File: src/design/smf_pkg.sv
// Shared constants and types of the sliding median filter.
// No dependencies; every other design file imports this package.

package smf_pkg;

   localparam int MAX_WINDOW_DEF  = 31;
   localparam int SAMPLE_BITS_DEF = 32;

   localparam int WINDOW_BITS   = 5;
   localparam int CSR_ADDR_BITS = 2;
   localparam int CSR_DATA_BITS = 32;

   localparam logic [CSR_ADDR_BITS-1:0] REG_WINDOW_SIZE_ADDR = 2'd0;
   localparam logic [WINDOW_BITS-1:0]   WINDOW_SIZE_RESET    = 5'd1;

   // Operation broadcast to every cell of the sorted chain
   typedef enum logic [1:0] {
      CELL_HOLD,
      CELL_INSERT,
      CELL_DROP
   } cell_op_type;

   typedef struct packed {
      cell_op_type op;
      logic        clear;
   } chain_ctrl_type;

endpackage

File: src/design/smf_cell.sv
// One slot of the sorted sample chain: a value and its age.
// Depends on smf_pkg for the cell operation codes.

module smf_cell #(
   parameter int SAMPLE_BITS = 32,
   parameter int AGE_W       = 5
) (
   input  logic                          clock,
   input  smf_pkg::cell_op_type          op,
   input  logic signed [SAMPLE_BITS-1:0] new_sample,
   input  logic                          cell_valid,
   input  logic [AGE_W-1:0]              oldest_age,
   input  logic signed [SAMPLE_BITS-1:0] left_value,
   input  logic [AGE_W-1:0]              left_age,
   input  logic                          left_lt,
   input  logic                          left_rm,
   input  logic signed [SAMPLE_BITS-1:0] right_value,
   input  logic [AGE_W-1:0]              right_age,
   output logic signed [SAMPLE_BITS-1:0] value,
   output logic [AGE_W-1:0]              age,
   output logic                          lt,
   output logic                          rm
);
   import smf_pkg::*;

   logic signed [SAMPLE_BITS-1:0] value_ff;
   logic signed [SAMPLE_BITS-1:0] value_in;
   logic [AGE_W-1:0]              age_ff;
   logic [AGE_W-1:0]              age_in;

   // New sample sorts before this entry; true on a suffix of the valid cells
   assign lt    = cell_valid && (new_sample < value_ff);
   // Oldest entry is here or to the left: close the gap by pulling from the right
   assign rm    = left_rm || (cell_valid && (age_ff == oldest_age));
   assign value = value_ff;
   assign age   = age_ff;

   always_comb begin
      value_in = value_ff;
      age_in   = age_ff;
      unique case (op)
         CELL_INSERT: begin
            if (left_lt) begin
               value_in = left_value;
               age_in   = left_age + 1'b1;
            end else if (lt || !cell_valid) begin
               value_in = new_sample;
               age_in   = '0;
            end else begin
               age_in = age_ff + 1'b1;
            end
         end
         CELL_DROP: begin
            if (rm) begin
               value_in = right_value;
               age_in   = right_age;
            end
         end
         default: begin
            value_in = value_ff;
            age_in   = age_ff;
         end
      endcase
   end

   always_ff @(posedge clock) begin
      value_ff <= value_in;
      age_ff   <= age_in;
   end

endmodule

File: src/design/smf_chain.sv
// Row of smf_cell slots kept in ascending signed order, plus the median tap.
// Depends on smf_pkg and smf_cell.

module smf_chain #(
   parameter int MAX_WINDOW  = 31,
   parameter int SAMPLE_BITS = 32,
   parameter int CNT_W       = $clog2(MAX_WINDOW + 1)
) (
   input  logic                          clock,
   input  smf_pkg::chain_ctrl_type       ctrl,
   input  logic signed [SAMPLE_BITS-1:0] new_sample,
   input  logic [CNT_W-1:0]              count,
   output logic signed [SAMPLE_BITS-1:0] median
);
   import smf_pkg::*;

   localparam int IDX_W = $clog2(MAX_WINDOW);

   logic signed [SAMPLE_BITS-1:0] value_w [MAX_WINDOW];
   logic [IDX_W-1:0]              age_w   [MAX_WINDOW];
   logic [MAX_WINDOW-1:0]         lt_w;
   logic [MAX_WINDOW-1:0]         rm_w;
   logic [MAX_WINDOW-1:0]         valid_w;
   logic [IDX_W-1:0]              oldest_age;
   cell_op_type                   cell_op;

   // Ages run 0 .. count-1, so the oldest entry carries count-1
   assign oldest_age = IDX_W'(count - 1'b1);
   assign cell_op    = ctrl.clear ? CELL_HOLD : ctrl.op;

   for (genvar i = 0; i < MAX_WINDOW; i++) begin : g_cell
      logic signed [SAMPLE_BITS-1:0] left_value;
      logic [IDX_W-1:0]              left_age;
      logic                          left_lt;
      logic                          left_rm;
      logic signed [SAMPLE_BITS-1:0] right_value;
      logic [IDX_W-1:0]              right_age;

      assign valid_w[i] = count > CNT_W'(i);

      if (i == 0) begin : g_head
         assign left_value = new_sample;
         assign left_age   = '0;
         assign left_lt    = 1'b0;
         assign left_rm    = 1'b0;
      end else begin : g_body
         assign left_value = value_w[i-1];
         assign left_age   = age_w[i-1];
         assign left_lt    = lt_w[i-1];
         assign left_rm    = rm_w[i-1];
      end

      if (i == MAX_WINDOW - 1) begin : g_tail
         assign right_value = value_w[i];
         assign right_age   = age_w[i];
      end else begin : g_inner
         assign right_value = value_w[i+1];
         assign right_age   = age_w[i+1];
      end

      smf_cell #(
         .SAMPLE_BITS(SAMPLE_BITS),
         .AGE_W      (IDX_W)
      ) u_cell (
         .clock      (clock),
         .op         (cell_op),
         .new_sample (new_sample),
         .cell_valid (valid_w[i]),
         .oldest_age (oldest_age),
         .left_value (left_value),
         .left_age   (left_age),
         .left_lt    (left_lt),
         .left_rm    (left_rm),
         .right_value(right_value),
         .right_age  (right_age),
         .value      (value_w[i]),
         .age        (age_w[i]),
         .lt         (lt_w[i]),
         .rm         (rm_w[i])
      );
   end

   // Upper median: element count/2 of the sorted entries
   assign median = value_w[IDX_W'(count >> 1)];

endmodule

File: src/design/sliding_median_filter.sv
// Top level of the sliding median filter: sequencer, CSR port, result register.
// Depends on smf_pkg and smf_chain.

// Samples of one array enter on req_ with req_last_in on the final one; each
// result on rsp_ is the upper median of the window around one array position,
// clipped at both array ends, with rsp_last_out on the final result. The window
// register at byte address 0 gives half = window_size/2 (capped at
// (MAX_WINDOW-1)/2); a window of 0 or 1 passes samples through. Samples sit in
// a chain of sorted cells that does one operation per cycle unless rsp_stall
// holds an emit (drop oldest, insert, or emit). Each sample drops the entries
// that leave its window, is inserted, then emits the results now due; req_stall
// holds off the next sample until then. Results lag the input by half
// positions and the last sample flushes every pending result.
module sliding_median_filter #(
   parameter int MAX_WINDOW  = smf_pkg::MAX_WINDOW_DEF,
   parameter int SAMPLE_BITS = smf_pkg::SAMPLE_BITS_DEF
) (
   input  logic                               clock,
   input  logic                               reset,
   input  logic                               req_valid,
   output logic                               req_stall,
   input  logic signed [SAMPLE_BITS-1:0]      req_sample,
   input  logic                               req_last_in,
   output logic                               rsp_valid,
   input  logic                               rsp_stall,
   output logic signed [SAMPLE_BITS-1:0]      rsp_median,
   output logic                               rsp_last_out,
   input  logic                               csr_psel,
   input  logic                               csr_penable,
   input  logic                               csr_pwrite,
   input  logic [smf_pkg::CSR_ADDR_BITS-1:0]  csr_paddr,
   input  logic [smf_pkg::CSR_DATA_BITS-1:0]  csr_pwdata,
   output logic [smf_pkg::CSR_DATA_BITS-1:0]  csr_prdata,
   output logic                               csr_pready
);
   import smf_pkg::*;

   localparam int CNT_W    = $clog2(MAX_WINDOW + 1);
   localparam int CMP_W    = CNT_W + 1;
   localparam int HALF_CAP = (MAX_WINDOW - 1) / 2;

   localparam logic [1:0] S_IDLE = 2'd0;
   localparam logic [1:0] S_PRE  = 2'd1;
   localparam logic [1:0] S_POST = 2'd2;

   logic [1:0]                    state_ff;
   logic [1:0]                    state_in;
   logic [WINDOW_BITS-1:0]        window_ff;
   logic [WINDOW_BITS-1:0]        window_in;
   logic [CNT_W-1:0]              count_ff;
   logic [CNT_W-1:0]              count_in;
   logic [CNT_W-1:0]              lead_ff;
   logic [CNT_W-1:0]              lead_in;
   logic [CNT_W-1:0]              half_ff;
   logic [CNT_W-1:0]              half_in;
   logic                          last_ff;
   logic                          last_in;
   logic signed [SAMPLE_BITS-1:0] sample_ff;
   logic signed [SAMPLE_BITS-1:0] sample_in;
   logic                          rsp_valid_ff;
   logic                          rsp_valid_in;
   logic signed [SAMPLE_BITS-1:0] rsp_median_ff;
   logic signed [SAMPLE_BITS-1:0] rsp_median_in;
   logic                          rsp_last_ff;
   logic                          rsp_last_in;

   logic                          req_accept;
   logic                          csr_write;
   logic [WINDOW_BITS-1:0]        half_raw;
   logic [WINDOW_BITS-1:0]        half_sel;
   logic [CMP_W-1:0]              count_x;
   logic [CMP_W-1:0]              pre_limit;
   logic [CMP_W-1:0]              post_limit;
   logic                          pending;
   logic                          drop_pre;
   logic                          drop_post;
   logic                          slot_free;
   logic                          emit_fire;
   logic                          array_done;
   chain_ctrl_type                ctrl;
   logic signed [SAMPLE_BITS-1:0] chain_median;

   // CSR port
   assign csr_pready = 1'b1;
   assign csr_write  = csr_psel && csr_penable && csr_pwrite && csr_pready
                       && (csr_paddr == REG_WINDOW_SIZE_ADDR);
   assign window_in  = csr_write ? csr_pwdata[WINDOW_BITS-1:0] : window_ff;

   always_comb begin
      csr_prdata = '0;
      if (csr_paddr == REG_WINDOW_SIZE_ADDR) begin
         csr_prdata = CSR_DATA_BITS'(window_ff);
      end
   end

   assign half_raw = window_ff >> 1;
   assign half_sel = (half_raw > WINDOW_BITS'(HALF_CAP)) ? WINDOW_BITS'(HALF_CAP) : half_raw;

   assign req_stall  = (state_ff != S_IDLE);
   assign req_accept = req_valid && !req_stall;

   assign count_x    = {1'b0, count_ff};
   assign pre_limit  = {half_ff, 1'b0};
   assign post_limit = {1'b0, lead_ff} + {1'b0, half_ff};
   assign pending    = (lead_ff > half_ff) || (last_ff && (lead_ff != '0));
   assign drop_pre   = count_x > pre_limit;
   assign drop_post  = count_x > post_limit;
   assign slot_free  = !rsp_valid_ff || !rsp_stall;
   assign emit_fire  = (state_ff == S_POST) && pending && !drop_post && slot_free;
   assign array_done = (state_ff == S_POST) && !pending && last_ff;

   always_comb begin
      ctrl.op    = CELL_HOLD;
      ctrl.clear = array_done;
      unique case (state_ff)
         S_PRE:   ctrl.op = drop_pre ? CELL_DROP : CELL_INSERT;
         S_POST:  ctrl.op = (pending && drop_post) ? CELL_DROP : CELL_HOLD;
         default: ctrl.op = CELL_HOLD;
      endcase
   end

   always_comb begin
      state_in  = state_ff;
      count_in  = count_ff;
      lead_in   = lead_ff;
      half_in   = half_ff;
      last_in   = last_ff;
      sample_in = sample_ff;
      unique case (state_ff)
         S_IDLE: begin
            if (req_accept) begin
               sample_in = req_sample;
               last_in   = req_last_in;
               half_in   = CNT_W'(half_sel);
               state_in  = S_PRE;
            end
         end
         S_PRE: begin
            if (drop_pre) begin
               count_in = count_ff - 1'b1;
            end else begin
               count_in = count_ff + 1'b1;
               lead_in  = lead_ff + 1'b1;
               state_in = S_POST;
            end
         end
         S_POST: begin
            if (pending) begin
               if (drop_post) begin
                  count_in = count_ff - 1'b1;
               end else if (emit_fire) begin
                  lead_in = lead_ff - 1'b1;
               end
            end else begin
               // End of array: start the next one empty
               if (last_ff) begin
                  count_in = '0;
                  lead_in  = '0;
               end
               state_in = S_IDLE;
            end
         end
         default: state_in = S_IDLE;
      endcase
   end

   // Result register: load on emit, drop once the transfer completes
   always_comb begin
      rsp_valid_in  = rsp_valid_ff;
      rsp_median_in = rsp_median_ff;
      rsp_last_in   = rsp_last_ff;
      if (emit_fire) begin
         rsp_valid_in  = 1'b1;
         rsp_median_in = chain_median;
         rsp_last_in   = last_ff && (lead_ff == CNT_W'(1));
      end else if (!rsp_stall) begin
         rsp_valid_in = 1'b0;
      end
   end

   always_ff @(posedge clock) begin
      if (reset) begin
         state_ff     <= S_IDLE;
         window_ff    <= WINDOW_SIZE_RESET;
         count_ff     <= '0;
         lead_ff      <= '0;
         half_ff      <= '0;
         last_ff      <= 1'b0;
         rsp_valid_ff <= 1'b0;
      end else begin
         state_ff     <= state_in;
         window_ff    <= window_in;
         count_ff     <= count_in;
         lead_ff      <= lead_in;
         half_ff      <= half_in;
         last_ff      <= last_in;
         rsp_valid_ff <= rsp_valid_in;
      end
   end

   always_ff @(posedge clock) begin
      sample_ff     <= sample_in;
      rsp_median_ff <= rsp_median_in;
      rsp_last_ff   <= rsp_last_in;
   end

   smf_chain #(
      .MAX_WINDOW (MAX_WINDOW),
      .SAMPLE_BITS(SAMPLE_BITS),
      .CNT_W      (CNT_W)
   ) u_chain (
      .clock     (clock),
      .ctrl      (ctrl),
      .new_sample(sample_ff),
      .count     (count_ff),
      .median    (chain_median)
   );

   assign rsp_valid    = rsp_valid_ff;
   assign rsp_median   = rsp_median_ff;
   assign rsp_last_out = rsp_last_ff;

   a_count_bound: assert property (@(posedge clock) disable iff (reset)
      count_ff <= CNT_W'(MAX_WINDOW))
      else $error("sorted chain holds more entries than it has cells");

   a_emit_pending: assert property (@(posedge clock) disable iff (reset)
      emit_fire |-> (lead_ff != '0) && (count_ff != '0))
      else $error("result emitted with no pending position or empty chain");

   a_array_clear: assert property (@(posedge clock) disable iff (reset)
      array_done |=> (count_ff == '0) && (lead_ff == '0) && (state_ff == S_IDLE))
      else $error("chain not cleared after the final result of an array");

endmodule
File: config.mk
export PLATFORM = sky130hd
export DESIGN_NAME = sliding_median_filter
export DESIGN_NICKNAME = d
export VERILOG_FILES = /design/src/design/smf_pkg.sv /design/src/design/smf_cell.sv /design/src/design/smf_chain.sv /design/src/design/sliding_median_filter.sv
export SDC_FILE = /design/constraint.sdc
export NUM_CORES = 2
export LEC_CHECK = 0
export ABC_CLOCK_PERIOD_IN_PS = 20000
export BUFFER_PORTS_ARGS = -buffer_cell sky130_fd_sc_hd__buf_2
export CAP_MARGIN = 10
export CORE_MARGIN = 2
export CORE_UTILIZATION = 60
export CTS_BUF_LIST = sky130_fd_sc_hd__clkbuf_8
export DETAILED_ROUTE_END_ITERATION = 10
export MAX_ROUTING_LAYER = met4
export PLACE_DENSITY = 0.83
export SLEW_MARGIN = 40
export SYNTH_ARGS = -nofsm -noshare
export SYNTH_HDL_FRONTEND = slang
export SYNTH_SLANG_ARGS = --single-unit
File: constraint.sdc
create_clock -name clock -period 20 [get_ports clock]
set_input_delay 4 -clock clock [delete_from_list [all_inputs] [get_ports clock]]
set_output_delay 4 -clock clock [all_outputs]
set_load 0.02 [all_outputs]
======== After elaboration in Yosys (flattened, before gate mapping) ========
Index checks and enable logic that the tools add are counted.
operators by class
  reduce and logical (&&, ||, !) cells .... 243
  $lt $le $gt $ge ......................... 67
  equal/unequal tests ..................... 103
  add/subtract/negate cells ............... 36
  multiplexer cells ....................... 267
  bitwise operators ....................... 1
operators with widths
  kind                 number
  $mux 32              93
  $pmux 32 s2          30
  $lt 32x32->1         31
  $mux 5               100
  $pmux 5 s2           32
  $add 5x1->5 const B  33
  $bmux 32 s5          1
  $eq 5x5->1           30
  $ne 3x3->1 const B   33
  $reduce_and 3->1     32
  $gt 5x5->1 const B   15
  $logic_and 1x1->1    73
  $ne 2x2->1 const B   34
  $reduce_and 2->1     32
  $logic_or 1x1->1     62
  $gt 5x4->1 const B   8
  $logic_not 1->1      36
  $gt 5x3->1 const B   4
  $gt 5x6->1           2
  $mux 2               6
  $gt 5x1->1 const B   2
  $gt 5x2->1 const B   2
  $sub 5x1->5 const B  2
  $reduce_bool 2->1    4
  other kinds (16)     20
word-level totals
  word-level logic and storage cells ...... 789
  register bits ........................... 1236

======== Depth between registers and ports, before layout ========
  word-level depth ........................ 34
  mapped depth ............................ 24
  gate-level depth less buffers ........... 22

======== Cells and area by module ========
From an unflattened synthesis, not the netlist that was laid out.
second synthesis, totals
  cells, all modules ...................... 10250
  area, all modules ....................... 99407.8 um^2
by module, submodules not included
  module                 cells each  times used  area an instance (um^2)
  smf_cell               309         31          2942.8
  smf_chain              339         1           4131.5
  sliding_median_filter  332         1           4048.9

======== Least setup slack after synthesis ========
OpenSTA, ideal clock, no wires.
  kind .................................... input -> output
  from .................................... input csr_paddr[1] in the netlist's numbering
  to ...................................... output csr_prdata[0] in the netlist's numbering
  arrival time ............................ 4.442 ns
  path buffers ............................ 0
  path slack .............................. 11.558 ns
  cell stages on the path ................. 2
  cell sequence ........................... nor2_1 and2_1
on the way
  longest elaborated chain between the ends .. 2
RTL lines
  element          line                         text
  start, declared  sliding_median_filter.sv:31  input logic [smf_pkg::CSR_ADDR_BITS-1:0] csr_paddr,
  $logic_not 2->1  sliding_median_filter.sv:91  if (csr_paddr == REG_WINDOW_SIZE_ADDR) begin
  $mux 5           sliding_median_filter.sv:91
  end, declared    sliding_median_filter.sv:33  output logic [smf_pkg::CSR_DATA_BITS-1:0] csr_prdata,
Every way passes these cells.

======== Final worst setup path ========
  from .................................... input csr_paddr[1] in the netlist's numbering
  to ...................................... output csr_prdata[1] in the netlist's numbering
The elaborated chain is that of the path after synthesis.

==> out/results.ini <==
[run_status]
status=complete, but fails checks
violations=DRC

[sta]
min_period_over_period=0.433
setup_viol_count_final=0
skew_ns=0.0370
drv_slew=0
worst_pin_slew_ns=0.970
clock.fmax_mhz=116
grt_setup_unrepaired=no
hold_violations=0
relSlewSlack=0.343
post-route-min-period_ns=8.66
setup_ws_ns=11.34
setup_tns_ns=0

[synth]
synthDistinctLibCells=95
synth_warnings=0
synth_edf_count=1212
synthCells=9705
synth-seq-cells=1235
ys_seq_area_frac=0.393
syn_area_per_cell_sq_um=9.67
async_reset_ff_frac=0
yosys_most_used_dff=edfxtp_1
synth_area_sq_um=93800

[worst_hold_path]
worstHoldPathType=register to register

[cts]
cts-root-buf=clkbuf_8
clk-insertion-delay-late_ns=0.97
cts_made_buffers=217
cts_tree=yes
cts_buffer_depth=3
clkTransAtPathRegs_ns=0.05
holdBufCountCts=0
cts.sinks=1235
post_cts_buffers=0
ctsResizeCount=0
ctsHtreeMaxLevel=4

[layout]
finalInstanceArea_sq_um=100000
mostFrequentLayoutCell=nand2_1
post-route-util=0.644
final_cell_mix=nand2_1 (1301), edfxtp_1 (1212), inv_1 (1118)
syn_to_final_growth_pct=6.91
drive_gt1_frac=0.0843
nNetsFinal=10654
fin_cells=11786

[setup_path]
cp.arrival_ns=4.66
worstPathMaxFanout=6
start_kind=primary input
cp_data_required_time_ns=16.00
critPathCaptureType=output pin
crit_type=primary input to output pin

[detailed_routing]
viasPerCell=6.62
drt-initial-drc-count=9291
drc_errors=2
drt_first_pass_iters=9
vias=78032
wl_per_cell_um=22.8
ant_nets=0
routed_wirelength_mm=269

[floorplan]
floorplan.initialDensity=0.602
die_x_um=399
fp.dieArea_sq_um=160000
ioPinCount=142
coreArea_sq_um=156000
rows=145
die_h_um=399

[global_route]
grt_start_max_net_pins=263
grt_pass1_wl_mm=417
track_usage=0.340
antenna_found_initial=6
grt-ovfl-total=0
grt_pass1_vias=76474

[placement]
place_hpwl_mm=198
gp_congestion=0.956
placed_cells=11393
port_buffers=86
post_dp_cell_area_sq_um=96400
preCtsSetupSlack_ns=11.33

[power_and_ir_drop]
powerDensity_nw_per_um2=182
ir_drop_mv=0.124
p_leak_nw=41.4

[flow_run]
cap_violations=0

==> synth_stat cells, drive strengths merged (19+ instances only) <==
cell / number / area share
xor2: 114 / 0.011
a21oi: 442 / 0.024
dfxtp: 23 / 0.0049
a221oi: 62 / 0.0058
buf: 165 / 0.0089
nand4: 109 / 0.0074
o21ai: 612 / 0.033
nor2b: 83 / 0.0055
and2: 20 / 0.0013
o31ai: 34 / 0.0027
a21o: 185 / 0.015
o21a: 34 / 0.0027
o211ai: 72 / 0.0058
o311ai: 291 / 0.027
mux4: 160 / 0.038
a31oi: 39 / 0.0027
clkbuf: 504 / 0.020
a2111oi: 19 / 0.0018
and3: 34 / 0.0023
nor3: 253 / 0.014
nand2: 1309 / 0.052
edfxtp: 1212 / 0.39
xnor2: 112 / 0.011
mux2i: 321 / 0.034
nand3: 218 / 0.012
nor2: 404 / 0.016
inv: 1043 / 0.042
nand2b: 73 / 0.0049
a221o: 223 / 0.024
nor4: 35 / 0.0023
nor3b: 34 / 0.0028
a22oi: 81 / 0.0065
a211oi: 76 / 0.0061
ha: 1023 / 0.14
and4: 38 / 0.0035
==> per-layer routing <==
layer  vias to the layer above  track usage  wire length [um]
li1                      35574            -                 -
met5                         -            -                 0
met4                         0        0.170             13600
met1                     37412        0.435            105000
met3                       734       0.0504             25500
met2                      4312        0.528            124000
==> state kept, by name, indices dropped and copies added, names as in the netlist, 2 cells and up <==
name and cells:
count_ff 5, half_ff 4, lead_ff 5, rsp_median 32, sample_ff 32, state_ff 2
u_chain.g_cell.u_cell.age 155, u_chain.g_cell.u_cell.value 992, window_ff 5
==> worst max-delay path, stage by stage <==
cell    delay, ns
buf_2        0.10
nor2_1       0.23
and2_1       0.17
buf_2        0.16
==> cell families after synthesis <==
group,count (synthesis),synth area share
AO/OA/AOI/OAI,2317,0.170
flip-flops,1235,0.393
adder cells (fa/ha/maj),1024,0.137
buffers and inverters,1712,0.0708
other,2,0.0000800
AND/OR/NAND/NOR,2676,0.129
multiplexers,492,0.0740
XOR/XNOR,247,0.0263
==> cell type report <==
class                           instances  area, sq um
Tap cell                             2058         2570
Fill cell                           11938        55500
Inverter                             1043         3920
Clock buffer                          227         3120
Multi-Input combinational cell       6784        51100
Antenna cell                           10         25.0
Sequential cell                      1235        36900
Clock inverter                        154          679
Timing Repair Buffer                  275         2010
==> path summary, 6_finish.rpt <==
path | from | endpoint | slack (ns) | cells after the start
setup / recovery | csr_paddr[1] | csr_prdata[1] | 11.34 | 4
setup reg to reg | lead_ff[0] | u_chain.g_cell[20].u_cell.value[8] | 11.98 | 22
hold / removal | window_ff[0] | window_ff[0] | 0.46 | 1
hold reg to reg | window_ff[0] | window_ff[0] | 0.46 | 1
==> per-stage QoR <==
stage                     power [mW]  hold slack [ns]
after CTS                       18.0            0.459
final                           18.3            0.460
after global placement          15.2            0.440
after detailed placement        15.8            0.446
after floorplan                 12.6            0.427
after global routing            19.4            0.480
==> power breakdown <==
part | internal [mW] | total, mW | switching (mW) | leakage, nW
logic | 3.62 | 9.84 | 6.22 | 27.8
registers | 5.05 | 6.27 | 1.22 | 11.4
clock network | 1.06 | 2.17 | 1.11 | 2.23
total | 9.73 | 18.3 | 8.55 | 41.4
No activity file was read; power rests on OpenSTA's default activity.
